--- config.mk ---
export PLATFORM = sky130hd
export DESIGN_NAME = annexb_nal_deframer_core
export DESIGN_NICKNAME = d
export VERILOG_FILES = /design/src/annexb_pkg.sv /design/src/annexb_seq.sv /design/src/annexb_nal.sv /design/src/annexb_obuf.sv /design/src/annexb_nal_deframer_core.sv
export SDC_FILE = /design/constraint.sdc
export NUM_CORES = 1
export LEC_CHECK = 0
export BUFFER_PORTS_ARGS = -buffer_cell sky130_fd_sc_hd__buf_4
export CAP_MARGIN = 20
export CORE_MARGIN = 10
export CORE_UTILIZATION = 55
export CTS_BUF_LIST = sky130_fd_sc_hd__clkbuf_2
export DETAILED_ROUTE_END_ITERATION = 10
export PLACE_DENSITY_LB_ADDON = 0.05
export SYNTH_ARGS = -nofsm -noshare
export SYNTH_HDL_FRONTEND = slang
export SYNTH_HIERARCHICAL = 1
export SYNTH_SLANG_ARGS = --single-unit
--- constraint.sdc ---
create_clock -name clk -period 17.1 [get_ports clk]
set_clock_uncertainty 0.1 [all_clocks]
set_input_delay 0.855 -clock clk [delete_from_list [all_inputs] [get_ports clk]]
set_output_delay 0.855 -clock clk [all_outputs]
set_load 0.05 [all_outputs]
--- src/annexb_pkg.sv ---
// ----------------------------------------------------------------------------
// annexb_pkg
// shared types and constants of the annex b nal deframer
// ----------------------------------------------------------------------------
package annexb_pkg;

	localparam int LENGTH_WIDTH = 24;

	localparam logic [7:0] BYTE_ZERO = 8'h00;
	localparam logic [7:0] BYTE_ONE  = 8'h01;
	localparam logic [7:0] BYTE_ESC  = 8'h03;

	localparam logic [1:0] HELD_MAX = 2'd3;
	localparam logic [1:0] RUN_MAX  = 2'd2;
	localparam logic [1:0] HDR_DONE = 2'd2;

	typedef enum logic [1:0] {
		OP_ZERO  = 2'd0,
		OP_DATA  = 2'd1,
		OP_START = 2'd2,
		OP_CLOSE = 2'd3
	} op_code_t;

	typedef struct packed {
		logic       valid;
		op_code_t   code;
		logic [7:0] data;
		logic       long_sc;
	} op_t;

	typedef struct packed {
		logic                    kind;
		logic [7:0]              byte_val;
		logic                    hdr_valid;
		logic                    forbidden;
		logic [5:0]              unit_type;
		logic [5:0]              layer_id;
		logic [2:0]              tid_plus1;
		logic                    long_prefix;
		logic                    err;
		logic [LENGTH_WIDTH-1:0] length;
	} item_t;

endpackage

--- src/annexb_seq.sv ---
// ----------------------------------------------------------------------------
// annexb_seq
// input register, held-zero tracking and per-byte operation sequencer
// ----------------------------------------------------------------------------
module annexb_seq
	import annexb_pkg::*;
(
	input  logic       clk,
	input  logic       arst_n,
	input  logic       byte_valid,
	output logic       byte_stall,
	input  logic [7:0] stream_byte,
	input  logic       end_of_stream,
	input  logic       op_ready,
	output op_t        op
);

	logic       valid_s1;
	logic [7:0] byte_s1;
	logic       eos_s1;
	logic [1:0] held_q;
	logic [2:0] ph_q;

	logic       is_zero;
	logic       is_start;
	logic [1:0] nz;
	logic       has_main;
	logic [2:0] total;
	logic       last;
	logic       done;
	logic       take;
	op_code_t   cur_code;

	always_comb begin
		is_zero  = (byte_s1 == BYTE_ZERO);
		is_start = (byte_s1 == BYTE_ONE) && held_q[1];
		nz       = (is_zero || is_start) ? 2'd0 : held_q;
		has_main = !is_zero;
		total    = 3'(nz) + 3'(has_main) + 3'(eos_s1);
		last     = (total == 3'd0) || (ph_q == total - 3'd1);
		if (ph_q < {1'b0, nz}) begin
			cur_code = OP_ZERO;
		end else if (ph_q == {1'b0, nz} && has_main) begin
			cur_code = is_start ? OP_START : OP_DATA;
		end else begin
			cur_code = OP_CLOSE;
		end
		op.valid   = valid_s1 && (total != 3'd0);
		op.code    = cur_code;
		op.data    = byte_s1;
		op.long_sc = (held_q == HELD_MAX);
		done       = valid_s1 && ((total == 3'd0) || (op_ready && last));
		byte_stall = valid_s1 && !done;
		take       = byte_valid && !byte_stall;
	end

	always_ff @(posedge clk or negedge arst_n) begin
		if (!arst_n) begin
			valid_s1 <= 1'b0;
			held_q   <= 2'd0;
			ph_q     <= 3'd0;
		end else begin
			if (take) begin
				valid_s1 <= 1'b1;
			end else if (done) begin
				valid_s1 <= 1'b0;
			end
			if (done) begin
				ph_q <= 3'd0;
				if (eos_s1) begin
					held_q <= 2'd0;
				end else if (is_zero) begin
					if (held_q != HELD_MAX) begin
						held_q <= held_q + 2'd1;
					end
				end else begin
					held_q <= 2'd0;
				end
			end else if (op.valid && op_ready) begin
				ph_q <= ph_q + 3'd1;
			end
		end
	end

	always_ff @(posedge clk) begin
		if (take) begin
			byte_s1 <= stream_byte;
			eos_s1  <= end_of_stream;
		end
	end

endmodule

--- src/annexb_nal.sv ---
// ----------------------------------------------------------------------------
// annexb_nal
// nal state: escape removal, header decode, error and length tracking
// ----------------------------------------------------------------------------
module annexb_nal
	import annexb_pkg::*;
(
	input  logic  clk,
	input  logic  arst_n,
	input  op_t   op,
	input  logic  space,
	output logic  push,
	output item_t item
);

	logic                    open_q, err_q, ae_q, long_q;
	logic [1:0]              zr_q, hs_q;
	logic [15:0]             hdr_q;
	logic [LENGTH_WIDTH-1:0] cnt_q;

	logic                    open_n, err_n, ae_n, long_n;
	logic [1:0]              zr_n, hs_n;
	logic [15:0]             hdr_n;
	logic [LENGTH_WIDTH-1:0] cnt_n;

	logic        accept;
	logic        emit;
	logic        kind;
	logic        go;
	logic        hv;
	logic [15:0] hdr_sel;
	logic [7:0]  x;

	always_comb begin
		accept = op.valid && space;
		open_n = open_q;
		err_n  = err_q;
		ae_n   = ae_q;
		long_n = long_q;
		zr_n   = zr_q;
		hs_n   = hs_q;
		hdr_n  = hdr_q;
		cnt_n  = cnt_q;
		emit   = 1'b0;
		kind   = 1'b0;
		go     = 1'b0;
		x      = (op.code == OP_ZERO) ? BYTE_ZERO : op.data;
		unique case (op.code)
			OP_START: begin
				// a new start code closes the open nal first
				if (open_q) begin
					emit = 1'b1;
					kind = 1'b1;
				end
				open_n = 1'b1;
				long_n = op.long_sc;
				err_n  = 1'b0;
				ae_n   = 1'b0;
				zr_n   = 2'd0;
				hs_n   = 2'd0;
				hdr_n  = 16'h0000;
				cnt_n  = '0;
			end
			OP_CLOSE: begin
				if (open_q) begin
					emit   = 1'b1;
					kind   = 1'b1;
					open_n = 1'b0;
				end
			end
			OP_ZERO, OP_DATA: begin
				if (open_q && !err_q) begin
					go = 1'b1;
					if (ae_q) begin
						ae_n = 1'b0;
						if (x > BYTE_ESC) begin
							err_n = 1'b1;
							go    = 1'b0;
						end
					end
					if (go && zr_q >= RUN_MAX) begin
						if (x < BYTE_ESC) begin
							err_n = 1'b1;
							go    = 1'b0;
						end else if (x == BYTE_ESC) begin
							zr_n = 2'd0;
							ae_n = 1'b1;
							go   = 1'b0;
						end
					end
					if (go) begin
						if (hs_q == 2'd0) begin
							hdr_n = {x, 8'h00};
							hs_n  = 2'd1;
						end else if (hs_q == 2'd1) begin
							hdr_n = {hdr_q[15:8], x};
							hs_n  = HDR_DONE;
						end
						if (cnt_q != '1) begin
							cnt_n = cnt_q + LENGTH_WIDTH'(1);
						end
						if (x == BYTE_ZERO) begin
							if (zr_q < RUN_MAX) begin
								zr_n = zr_q + 2'd1;
							end
						end else begin
							zr_n = 2'd0;
						end
						emit = 1'b1;
					end
				end
			end
		endcase
		push = accept && emit;

		// markers report the nal being closed, payload items the updated state
		hv               = kind ? (hs_q == HDR_DONE) : (hs_n == HDR_DONE);
		hdr_sel          = kind ? hdr_q : hdr_n;
		item.kind        = kind;
		item.byte_val    = kind ? BYTE_ZERO : x;
		item.hdr_valid   = hv;
		item.forbidden   = hv ? hdr_sel[15] : 1'b0;
		item.unit_type   = hv ? hdr_sel[14:9] : 6'd0;
		item.layer_id    = hv ? {hdr_sel[8], hdr_sel[7:3]} : 6'd0;
		item.tid_plus1   = hv ? hdr_sel[2:0] : 3'd0;
		item.long_prefix = kind ? long_q : long_n;
		item.err         = kind ? err_q : 1'b0;
		item.length      = kind ? cnt_q : '0;
	end

	always_ff @(posedge clk or negedge arst_n) begin
		if (!arst_n) begin
			open_q <= 1'b0;
			err_q  <= 1'b0;
			ae_q   <= 1'b0;
			long_q <= 1'b0;
			zr_q   <= 2'd0;
			hs_q   <= 2'd0;
			hdr_q  <= 16'h0000;
			cnt_q  <= '0;
		end else if (accept) begin
			open_q <= open_n;
			err_q  <= err_n;
			ae_q   <= ae_n;
			long_q <= long_n;
			zr_q   <= zr_n;
			hs_q   <= hs_n;
			hdr_q  <= hdr_n;
			cnt_q  <= cnt_n;
		end
	end

endmodule

--- src/annexb_obuf.sv ---
// ----------------------------------------------------------------------------
// annexb_obuf
// two-entry result buffer between the nal stage and the output channel
// ----------------------------------------------------------------------------
module annexb_obuf
	import annexb_pkg::*;
(
	input  logic  clk,
	input  logic  arst_n,
	input  logic  push,
	input  item_t item_in,
	output logic  space,
	output logic  item_valid,
	input  logic  item_stall,
	output item_t item_out
);

	item_t      mem [2];
	logic       wr_q;
	logic       rd_q;
	logic [1:0] cnt_q;
	logic       pop;

	assign space      = !cnt_q[1];
	assign item_valid = (cnt_q != 2'd0);
	assign pop        = item_valid && !item_stall;
	assign item_out   = mem[rd_q];

	always_ff @(posedge clk or negedge arst_n) begin
		if (!arst_n) begin
			wr_q  <= 1'b0;
			rd_q  <= 1'b0;
			cnt_q <= 2'd0;
		end else begin
			if (push) begin
				wr_q <= !wr_q;
			end
			if (pop) begin
				rd_q <= !rd_q;
			end
			if (push && !pop) begin
				cnt_q <= cnt_q + 2'd1;
			end else if (pop && !push) begin
				cnt_q <= cnt_q - 2'd1;
			end
		end
	end

	always_ff @(posedge clk) begin
		if (push) begin
			mem[wr_q] <= item_in;
		end
	end

endmodule

--- src/annexb_nal_deframer_core.sv ---
// ----------------------------------------------------------------------------
// annexb_nal_deframer_core
// h.265 annex b start code finder and emulation prevention remover
// ----------------------------------------------------------------------------
// usage:
//   byte channel (byte_valid/byte_stall) takes one stream byte per transaction,
//   end_of_stream marks the last byte and closes the open nal.
//   item channel (item_valid/item_stall) returns payload bytes and one
//   end-of-nal marker per nal with its length and error flag.
//   a byte is registered in the input register and its items in the result
//   buffer. throughput: one byte per cycle while the buffer has space and
//   each byte needs at most one operation; a byte that releases n held zeros
//   becomes n zero operations and its own, and end of stream adds a close
//   operation for the marker. the rate is set by the sequencer, which hands
//   one operation per cycle to the nal state stage while the buffer has space.
//   a two-entry result buffer lets the next operation proceed while one
//   result waits; when the receiver stalls, the buffer fills, the sequencer
//   holds and byte_stall is high in every cycle the buffer is full while a
//   byte that needs an operation waits in the input register.
//   reset clears all control state; no items are offered until the first
//   start code.
// ----------------------------------------------------------------------------
module annexb_nal_deframer_core
	import annexb_pkg::*;
(
	input  logic                    clk,
	input  logic                    arst_n,
	input  logic                    byte_valid,
	output logic                    byte_stall,
	input  logic [7:0]              stream_byte,
	input  logic                    end_of_stream,
	output logic                    item_valid,
	input  logic                    item_stall,
	output logic                    item_kind,
	output logic [7:0]              payload_byte,
	output logic                    header_valid,
	output logic                    forbidden_bit,
	output logic [5:0]              unit_type,
	output logic [5:0]              layer_id,
	output logic [2:0]              temporal_id_plus1,
	output logic                    long_prefix,
	output logic                    syntax_error,
	output logic [LENGTH_WIDTH-1:0] rbsp_length
);

	op_t   op;
	logic  space;
	logic  push;
	item_t nal_item;
	item_t out_item;

	annexb_seq u_seq (
		.clk           (clk),
		.arst_n        (arst_n),
		.byte_valid    (byte_valid),
		.byte_stall    (byte_stall),
		.stream_byte   (stream_byte),
		.end_of_stream (end_of_stream),
		.op_ready      (space),
		.op            (op)
	);

	annexb_nal u_nal (
		.clk    (clk),
		.arst_n (arst_n),
		.op     (op),
		.space  (space),
		.push   (push),
		.item   (nal_item)
	);

	annexb_obuf u_obuf (
		.clk        (clk),
		.arst_n     (arst_n),
		.push       (push),
		.item_in    (nal_item),
		.space      (space),
		.item_valid (item_valid),
		.item_stall (item_stall),
		.item_out   (out_item)
	);

	assign item_kind         = out_item.kind;
	assign payload_byte      = out_item.byte_val;
	assign header_valid      = out_item.hdr_valid;
	assign forbidden_bit     = out_item.forbidden;
	assign unit_type         = out_item.unit_type;
	assign layer_id          = out_item.layer_id;
	assign temporal_id_plus1 = out_item.tid_plus1;
	assign long_prefix       = out_item.long_prefix;
	assign syntax_error      = out_item.err;
	assign rbsp_length       = out_item.length;

endmodule

## Word level (Yosys, flattened, before mapping)

Memory sizes are Yosys's and may differ from the RTL's.
Index checks and enable logic that the tools add are counted.

| cells by class | value |
|---|---|
| add/sub/neg operators | 9 |
| equality and inequality tests | 17 |
| $lt $le $gt $ge | 5 |
| reductions and logical operators | 45 |
| mux-type cells | 75 |

Operators by type and width:

| cell | number |
|---|---|
| $mux 24 | 4 |
| $mux 16 | 4 |
| $pmux 24 s2 | 1 |
| $mux 2 | 20 |
| $pmux 16 s2 | 1 |
| $mux 1 | 31 |
| $add 24x1->24 const B | 1 |
| $mux 8 | 3 |
| $ne 24x24->1 const B | 1 |
| $logic_not 8->1 | 2 |
| $logic_and 1x1->1 | 14 |
| $mux 6 | 2 |
| $reduce_bool 2->1 | 6 |
| $eq 2x2->1 const B | 5 |
| $logic_not 1->1 | 10 |
| $mux 3 | 3 |
| $eq 8x1->1 const B | 1 |
| $eq 8x2->1 const B | 1 |
| $gt 8x2->1 const B | 1 |
| $lt 8x2->1 const B | 1 |
| $pmux 1 s2 | 4 |
| $pmux 2 s2 | 2 |
| $add 2x1->2 const B | 3 |
| $ne 2x1->1 const B | 3 |
| other kinds (21) | 27 |

| storage, ports and cells | value |
|---|---|
| register bits after elaboration | 67 |
| input bits | 13 |
| memories kept | 1 |
| memory bits (writable) | 104 |
| output and inout port bits | 54 |

Memory list:

| memory | depth | width | read ports | clocked after memory_dff | write ports | line | RTL |
|---|---|---|---|---|---|---|---|
| u_obuf.mem | 2 | 52 | 1 | 0 | 1 | annexb_obuf.sv:18 | `item_t mem [2];` |

## Longest topological paths before layout

Gate-level depths: netlist (run 1).

| logic depth | value |
|---|---|
| depth after elaboration | 28 |
| gate-level depth with buffers | 18 |
| mapped depth without buffers | 17 |

## Modules after synthesis

The synthesis (run 1) kept the hierarchy.

By module, submodules not included:

| module | seq. area each (sq um) | cells each | instances | area an instance (sq um) |
|---|---|---|---|---|
| annexb_obuf | 3223.1 | 178 | 1 | 4195.3 |
| annexb_nal | 1201.2 | 405 | 1 | 3395.8 |
| annexb_seq | 420.4 | 71 | 1 | 830.8 |

## Least setup slack after synthesis (run 1)

No wires, ideal clock.

| timing | value |
|---|---|
| path type | reg2reg |
| from | register u_seq.byte_s1[5] |
| to | memory u_obuf/mem[0][0] (netlist name), enable pin |
| setup slack | 11.205 ns |
| clock period less this slack | 5.895 ns |
| arrival time | 5.327 ns |
| stages on the path, launching flop included | 14 |
| path through | edfxtp_1 nor4_1 nand2_1 or2_2 ha_1 a31o_2 ha_1 inv_1 ha_1 ha_1 nor2b_1 nand2_1 a21oi_1 nor2b_1 |

RTL lines:

| item | line | RTL |
|---|---|---|
| start: declaration | annexb_seq.sv:19 | `logic [7:0] byte_s1;` |
| start signal: assignment | annexb_seq.sv:87 | `byte_s1 <= stream_byte;` |
| end: declaration | annexb_obuf.sv:18 |  |

## Worst setup path in the final report (run 1)

| timing | value |
|---|---|
| from | register u_seq.byte_s1[5] |
| to | output port byte_stall |

| between the ends | value |
|---|---|
| cells in the longest elaborated chain, start to end | 14 |
| elaborated cells on any way between the ends | 17 |
| those cells by class | add/sub: 3; eq/ne: 2; mux: 1; reduce/logical: 11 |

RTL lines:

| item | line | RTL |
|---|---|---|
| $eq 8x1->1 | annexb_seq.sv:36 | `is_start = (byte_s1 == BYTE_ONE) && held_q[1];` |
| $logic_and 1x1->1 | annexb_seq.sv:36 |  |
| $logic_or 1x1->1 | annexb_seq.sv:37 | `nz = (is_zero \|\| is_start) ? 2'd0 : held_q;` |
| $mux 2 | annexb_seq.sv:37 |  |
| $add 2x1->3 * | annexb_seq.sv:39 | `total = 3'(nz) + 3'(has_main) + 3'(eos_s1);` |
| $add 3x1->3 * | annexb_seq.sv:39 |  |
| $sub 3x1->3 | annexb_seq.sv:40 | `last = (total == 3'd0) \|\| (ph_q == total - 3'd1);` |
| $eq 3x3->1 | annexb_seq.sv:40 |  |
| $logic_or 1x1->1 | annexb_seq.sv:40 |  |
| $logic_and 1x1->1 | annexb_seq.sv:52 | `done = valid_s1 && ((total == 3'd0) \|\| (op_ready && last));` |
| $logic_or 1x1->1 * | annexb_seq.sv:52 |  |
| $logic_and 1x1->1 * | annexb_seq.sv:52 |  |
| $logic_not 1->1 * | annexb_seq.sv:53 | `byte_stall = valid_s1 && !done;` |
| $logic_and 1x1->1 * | annexb_seq.sv:53 |  |
| end: declaration | annexb_nal_deframer_core.sv:29 | `output logic byte_stall,` |

Every way passes the cells marked *; elsewhere a longest branch is shown, timed or not.

==> results.yml, run 1 <==
run_status:
  status: "finished clean"
route:
  met3WireLength_um: 1140
  routed_via_density: 6.01
  highest_layer: "met4"
  first_pass_iters: 7
  wire_per_inst_um: 20.0
  routed-via-count: 5503
  met1_length_um: 8600
  drc: 0
  drtIter0Drc: 536
  finalWirelength_um: 18300
  ant_nets: 0
  route.met2.wl_um: 8260
layout:
  register_area_mm2: 0.00485
  drive_gt1_frac: 0.251
  final_nets: 736
  multi_input_area_mm2: 0.00329
  syn2layout_area_growth_pct: 9.75
  fill_cells: 1238
global_routing:
  grt_util_all_layers: 0.182
  antenna_found_initial: 1
  grt_max_degree: 59
  grt_overflow: 0
  grt_pass1_vias: 5423
  grt_pass1_wl_um: 29700
synthesis:
  async_flop_share: 0.339
  syn_nets: 679
  yosys.area.top_type: "edfxtp_1"
  synthesis.area_mm2: 0.00842
  synthTopCellsByCount: "edfxtp_1, nand2_1, dfrtp_1"
  synth_cell_type_count: 71
  ys_seq_area_frac: 0.575
  synth-seq-cells: 171
  avgSynthCellArea_um2: 12.9
  yosys_warnings: 6
  yosysMostFrequentCell: "edfxtp_1"
  syn_inst: 654
  synth_top_area_frac: 0.403
  synth_top_flop_cell: "edfxtp_1"
  synth.area.top_cells: "edfxtp_1, dfrtp_1, mux2_4"
  synth-edff-count: 113
worst_setup_path:
  crit_family: "adder cells"
  cp_slowest_stage_delay_ns: 0.58
  critPathLaunchType: "register"
  worstPathArrival_ns: 4.27
  critPathLaunch: "u_seq/byte_s1[5]"
  crit_type: "reg2out"
  crit_fanout: 8
  slowest_stage: "edfxtp_1"
  path_depth: 12
  crit_chain: "nor4_1 > nand2_1 > or2_2 > ha_1 > a31o_2 > ha_1 > inv_1 > ha_1 > ha_1 > xnor2_1 > o41a_2 > buf_4"
  end_kind: "primary output"
  r2r_start: "u_seq/byte_s1[5]"
  reg2regPathDepth: 15
  cpMostUsedCell: "ha_1"
  required_ns: 16.15
  path_buf_inv: 2
  cp-endpoint: "byte_stall"
  r2r-end: "u_nal/cnt_q[7]"
  rrSetupSlack_ns: 12.22
timing:
  holdWs_ns: 0.0408
  setup_violations: 0
  period_share: 0.305
  tightest_slew_ns: 0.984
  fmaxAchievable_mhz: 192
  hold_viol_final: 0
  report.final.slew_viol_count: 0
  layout_min_cycle_time_ns: 5.22
  rsz0062_at_grt: "no"
  tns_ns: 0
  slew_headroom: 0.344
clock_network:
  clk_path_buf_depth: 2
  clk-insertion-delay-late_ns: 0.73
  htree_levels: 4
  ctsHoldBuffers: 0
  clk_pin_slew_ns: 0.24
  cts-buffers-inserted: 17
  postCtsSetupBuffers: 0
  ctsResizeCount: 0
  clock_sinks: 171
  cts_tree: "built"
  cts_root_buf: "clkbuf_2"
placed_design:
  dpl.hpwl_um: 12300
  io_buffers: 66
  globalplace.congestion: 0.887
floorplanning:
  core_area_mm2: 0.0151
  pin_count: 67
  die-area_mm2: 0.0207
  num_rows: 45
  die_w_um: 144
  start_util: 0.558
  die_y_um: 144
flow_run:
  drv_cap: 0
power:
  ir_worst_vdd_v: 0.0000860
  powerDensity_mw_per_mm2: 151
  leakagePower_nw: 3.74
min_path:
  min_path_type: "in2async"
cells in the final DEF, fill, tap and decap left out, types with 7 or more instances in the layout:
cell / n
nand4_1: 8
a22oi_1: 7
and3_1: 27
inv_1: 15
edfxtp_1: 113
nor2_1: 26
clkbuf_2: 18
ha_1: 12
and2_1: 10
mux2_4: 49
xnor2_1: 8
o21ai_0: 18
nand2b_1: 18
nor2b_1: 9
a21oi_1: 19
mux2i_1: 15
dfrtp_1: 57
nand2_1: 59
a22o_1: 15
nand3_1: 22
buf_4: 70
nor3_1: 8
how the worst min path moves through the flow:
stage / from / end / cells past startpoint
3_5_place_dp: u_obuf/rd_q / u_obuf/rd_q / 1
2_1_floorplan: u_nal/long_q / u_nal/long_q / 2
3_3_place_gp: u_obuf/rd_q / u_obuf/rd_q / 1
4_1_cts: arst_n / u_nal/hdr_q[8] / 1
6_report: arst_n / u_nal/cnt_q[13] / 1
5_1_grt: arst_n / u_nal/cnt_q[4] / 1
per-layer routing:
metal / vias up / track usage
li1: 2578 / -
met1: 2702 / 0.266
met2: 203 / 0.268
met3: 20 / 0.0323
met4: 0 / 0.0618
met5: - / 0
metrics by stage:
| step | utilization | setup WS [ns] | instance area [µm²] | instances | power [mW] |
|---|---|---|---|---|---|
| floorplan | - | 11.20 | 8420 | 654 | 1.07 |
| global placement | 0.593 | 12.43 | 8940 | 876 | 1.19 |
| detailed placement | 0.593 | 12.21 | 8940 | 876 | 1.19 |
| CTS | 0.608 | 11.80 | 9180 | 908 | 1.40 |
| global route | 0.613 | 11.58 | 9240 | 915 | 1.47 |
| finish | 0.613 | 11.88 | 9240 | 915 | 1.40 |
kinds of logic after synthesis:
family | Yosys count | synth area share
compound gates | 102 | 0.0897
mux | 70 | 0.113
buf+inv | 50 | 0.0352
simple gates | 238 | 0.157
flops | 171 | 0.575
xor+xnor | 11 | 0.0114
fa+ha+maj | 12 | 0.0178
worst register-to-register path, cell delays in order (launching register included):
cell,delay [ns]
edfxtp_1,0.58
nor4_1,0.37
nand2_1,0.19
or2_2,0.32
ha_1,0.19
a31o_2,0.21
ha_1,0.26
inv_1,0.04
ha_1,0.17
ha_1,0.21
nor2b_1,0.34
nand2_1,0.25
a21oi_2,0.28
nand3_2,0.48
or4_1,0.67
a21oi_1,0.16
registers in the layout, indices dropped and copies added (netlist names):
name and flops:
u_nal/ae_q 1, u_nal/cnt_q 24, u_nal/err_q 1, u_nal/hdr_q 16, u_nal/hs_q 2, u_nal/long_q 1
u_nal/open_q 1, u_nal/zr_q 2, u_obuf/cnt_q 2, u_obuf/mem 104, u_obuf/rd_q 1, u_obuf/wr_q 1
u_seq/byte_s1 8, u_seq/eos_s1 1, u_seq/held_q 2, u_seq/ph_q 3, u_seq/valid_s1 1
where the power goes:
| group | switching, mW | internal [mW] |
|---|---|---|
| combinational | 0.400 | 0.226 |
| clock | 0.143 | 0.0679 |
| sequential | 0.0502 | 0.511 |
area by class of cell:
class,count,area share
sequential,171,0.524
multi-input combinational,433,0.356
timing repair buffer,73,0.0619
tap,188,0.0255
clock inverter,14,0.0158
clock buffer,18,0.00975
inverter,15,0.00609
antenna,3,0.000812
Note: power is estimated with default switching activity, not from simulation.
==> inputs of run 2 (changes only) <==
Clock period 17.1 ns to 5.35 ns, I/O delays scaled along.
==> results.yml, run 2 (synthesis gave the netlist of run 1 again) <==
global_routing:
  grt_util_all_layers: 0.181
  grt_pass1_wl_um: 29300
  grt_max_degree: 53
  antenna_found_initial: 1
  grt_overflow: 0
  grt_pass1_vias: 5370
power:
  powerDensity_mw_per_mm2: 476
  leakagePower_nw: 3.81
  ir_worst_vdd_v: 0.000511
  total_power_mw: 4.49
route:
  routed_via_density: 5.96
  met1_length_um: 8790
  wire_per_inst_um: 19.6
  drtIter0Drc: 428
  finalWirelength_um: 18200
  drc: 0
  routed-via-count: 5534
  ant_nets: 0
  route.met2.wl_um: 8010
  highest_layer: "met4"
  met3WireLength_um: 1240
  first_pass_iters: 5
worst_setup_path:
  end_kind: "register"
  path_buf_inv: 1
  cpMostUsedCell: "nand2_1"
  crit_chain: "nor4_1 > nand2_1 > nand2_1 > ha_1 > nand4_1 > o22ai_1 > o21bai_1 > nor3b_1 > a31oi_1 > nand3_1 > a21oi_1 > nor2b_4 > buf_12"
  crit_type: "reg2reg"
  required_ns: 5.69
  crit_fanout: 52
  worstPathArrival_ns: 5.29
  crit_family: "compound AO/OA/AOI/OAI gates"
  critPathLaunchType: "register"
  slowest_stage: "o21bai_1"
  cp_slowest_stage_delay_ns: 0.84
clock_network:
  htree_levels: 4
  cts_root_buf: "clkbuf_2"
  postCtsSetupBuffers: 0
  clk_path_buf_depth: 2
  cts-buffers-inserted: 17
  cts_tree: "built"
  clk_pin_slew_ns: 0.27
  clock_sinks: 171
  clk-insertion-delay-late_ns: 0.75
flow_run:
  drv_cap: 0
timing:
  report.final.slew_viol_count: 0
  slew_headroom: 0.280
  hold_viol_final: 0
  tns_ns: 0
  fmaxAchievable_mhz: 202
  tightest_slew_ns: 1.08
  holdWs_ns: 0.123
  setup_violations: 0
  rsz0062_at_grt: "no"
  layout_min_cycle_time_ns: 4.94
  period_share: 0.924
run_status:
  status: "finished clean"
placed_design:
  io_buffers: 66
  post_dp_cell_area_mm2: 0.00901
  dpl.hpwl_um: 12300
  globalplace.congestion: 0.951
floorplanning:
  die-area_mm2: 0.0207
  start_util: 0.558
  pin_count: 67
  core_area_mm2: 0.0151
  num_rows: 45
  die_y_um: 144
  die_w_um: 144
layout:
  drive_gt1_frac: 0.251
  max_flop_register: "u_obuf/mem"
  top_regs: "u_obuf/mem: 104 flops, u_nal/cnt_q: 24 flops, u_nal/hdr_q: 16 flops"
  largest_register_ffs: 104
  final_common_cell: "edfxtp_1"
  final_nets: 752
  layout.cells.most_common_list: "edfxtp_1, buf_4, nand2_1"
  final_area_mm2: 0.00942
  syn2layout_area_growth_pct: 11.9
  utilization: 0.625
min_path:
  min_path_type: "in2reg"
[run 2: path summary, 6_finish.rpt]
| path | from | cells past startpoint | slack [ns] | end |
|---|---|---|---|---|
| min | end_of_stream | 2 | 0.12 | u_seq/eos_s1 |
| max | u_seq/byte_s1[2] | 13 | 0.41 | u_obuf/mem[0][35] |
| min in group asynchronous | arst_n | 3 | 0.37 | u_nal/hdr_q[0] |
| max reg2reg | u_seq/byte_s1[2] | 13 | 0.41 | u_obuf/mem[0][35] |
| min reg2reg | u_obuf/rd_q | 1 | 0.39 | u_obuf/rd_q |
| max in group asynchronous | arst_n | 4 | 4.29 | u_nal/cnt_q[21] |
[run 2: area by class of cell]
| type | instances | area (µm²) |
|---|---|---|
| Antenna cell | 1 | 2.50 |
| Timing Repair Buffer | 89 | 749 |
| Inverter | 15 | 56.3 |
| Sequential cell | 171 | 4850 |
| Tap cell | 188 | 235 |
| Clock inverter | 15 | 153 |
| Multi-Input combinational cell | 433 | 3300 |
| Fill cell | 1213 | 5670 |
| Clock buffer | 17 | 85.1 |
[run 2: what timing repair did]
action / CTS / global route
resized for setup: 0 / 1
endpoints found under the hold margin: 80 / 0
endpoints found under the setup margin: 0 / 8
hold buffers: 14 / 0
[run 2: stage by stage]
step / instances / worst slack [ns]
final: 929 / 0.405
after global routing: 929 / 0.0525
after CTS: 927 / 0.475
after detailed placement: 881 / 0.514
after global placement: 881 / 0.630
after floorplan: 654 / 0.437
[run 2: power breakdown]
group          leakage [nW]  internal [mW]  switching [mW]  total (mW)
clock network         0.139          0.188           0.484       0.672
logic                  1.85          0.743            1.28        2.02
registers              1.82           1.63           0.164        1.80
[run 2: routing by layer]
layer,vias to the layer above,GRT usage
met4,0,0.0473
met3,16,0.0455
met5,-,0
li1,2602,-
met1,2707,0.264
met2,209,0.260
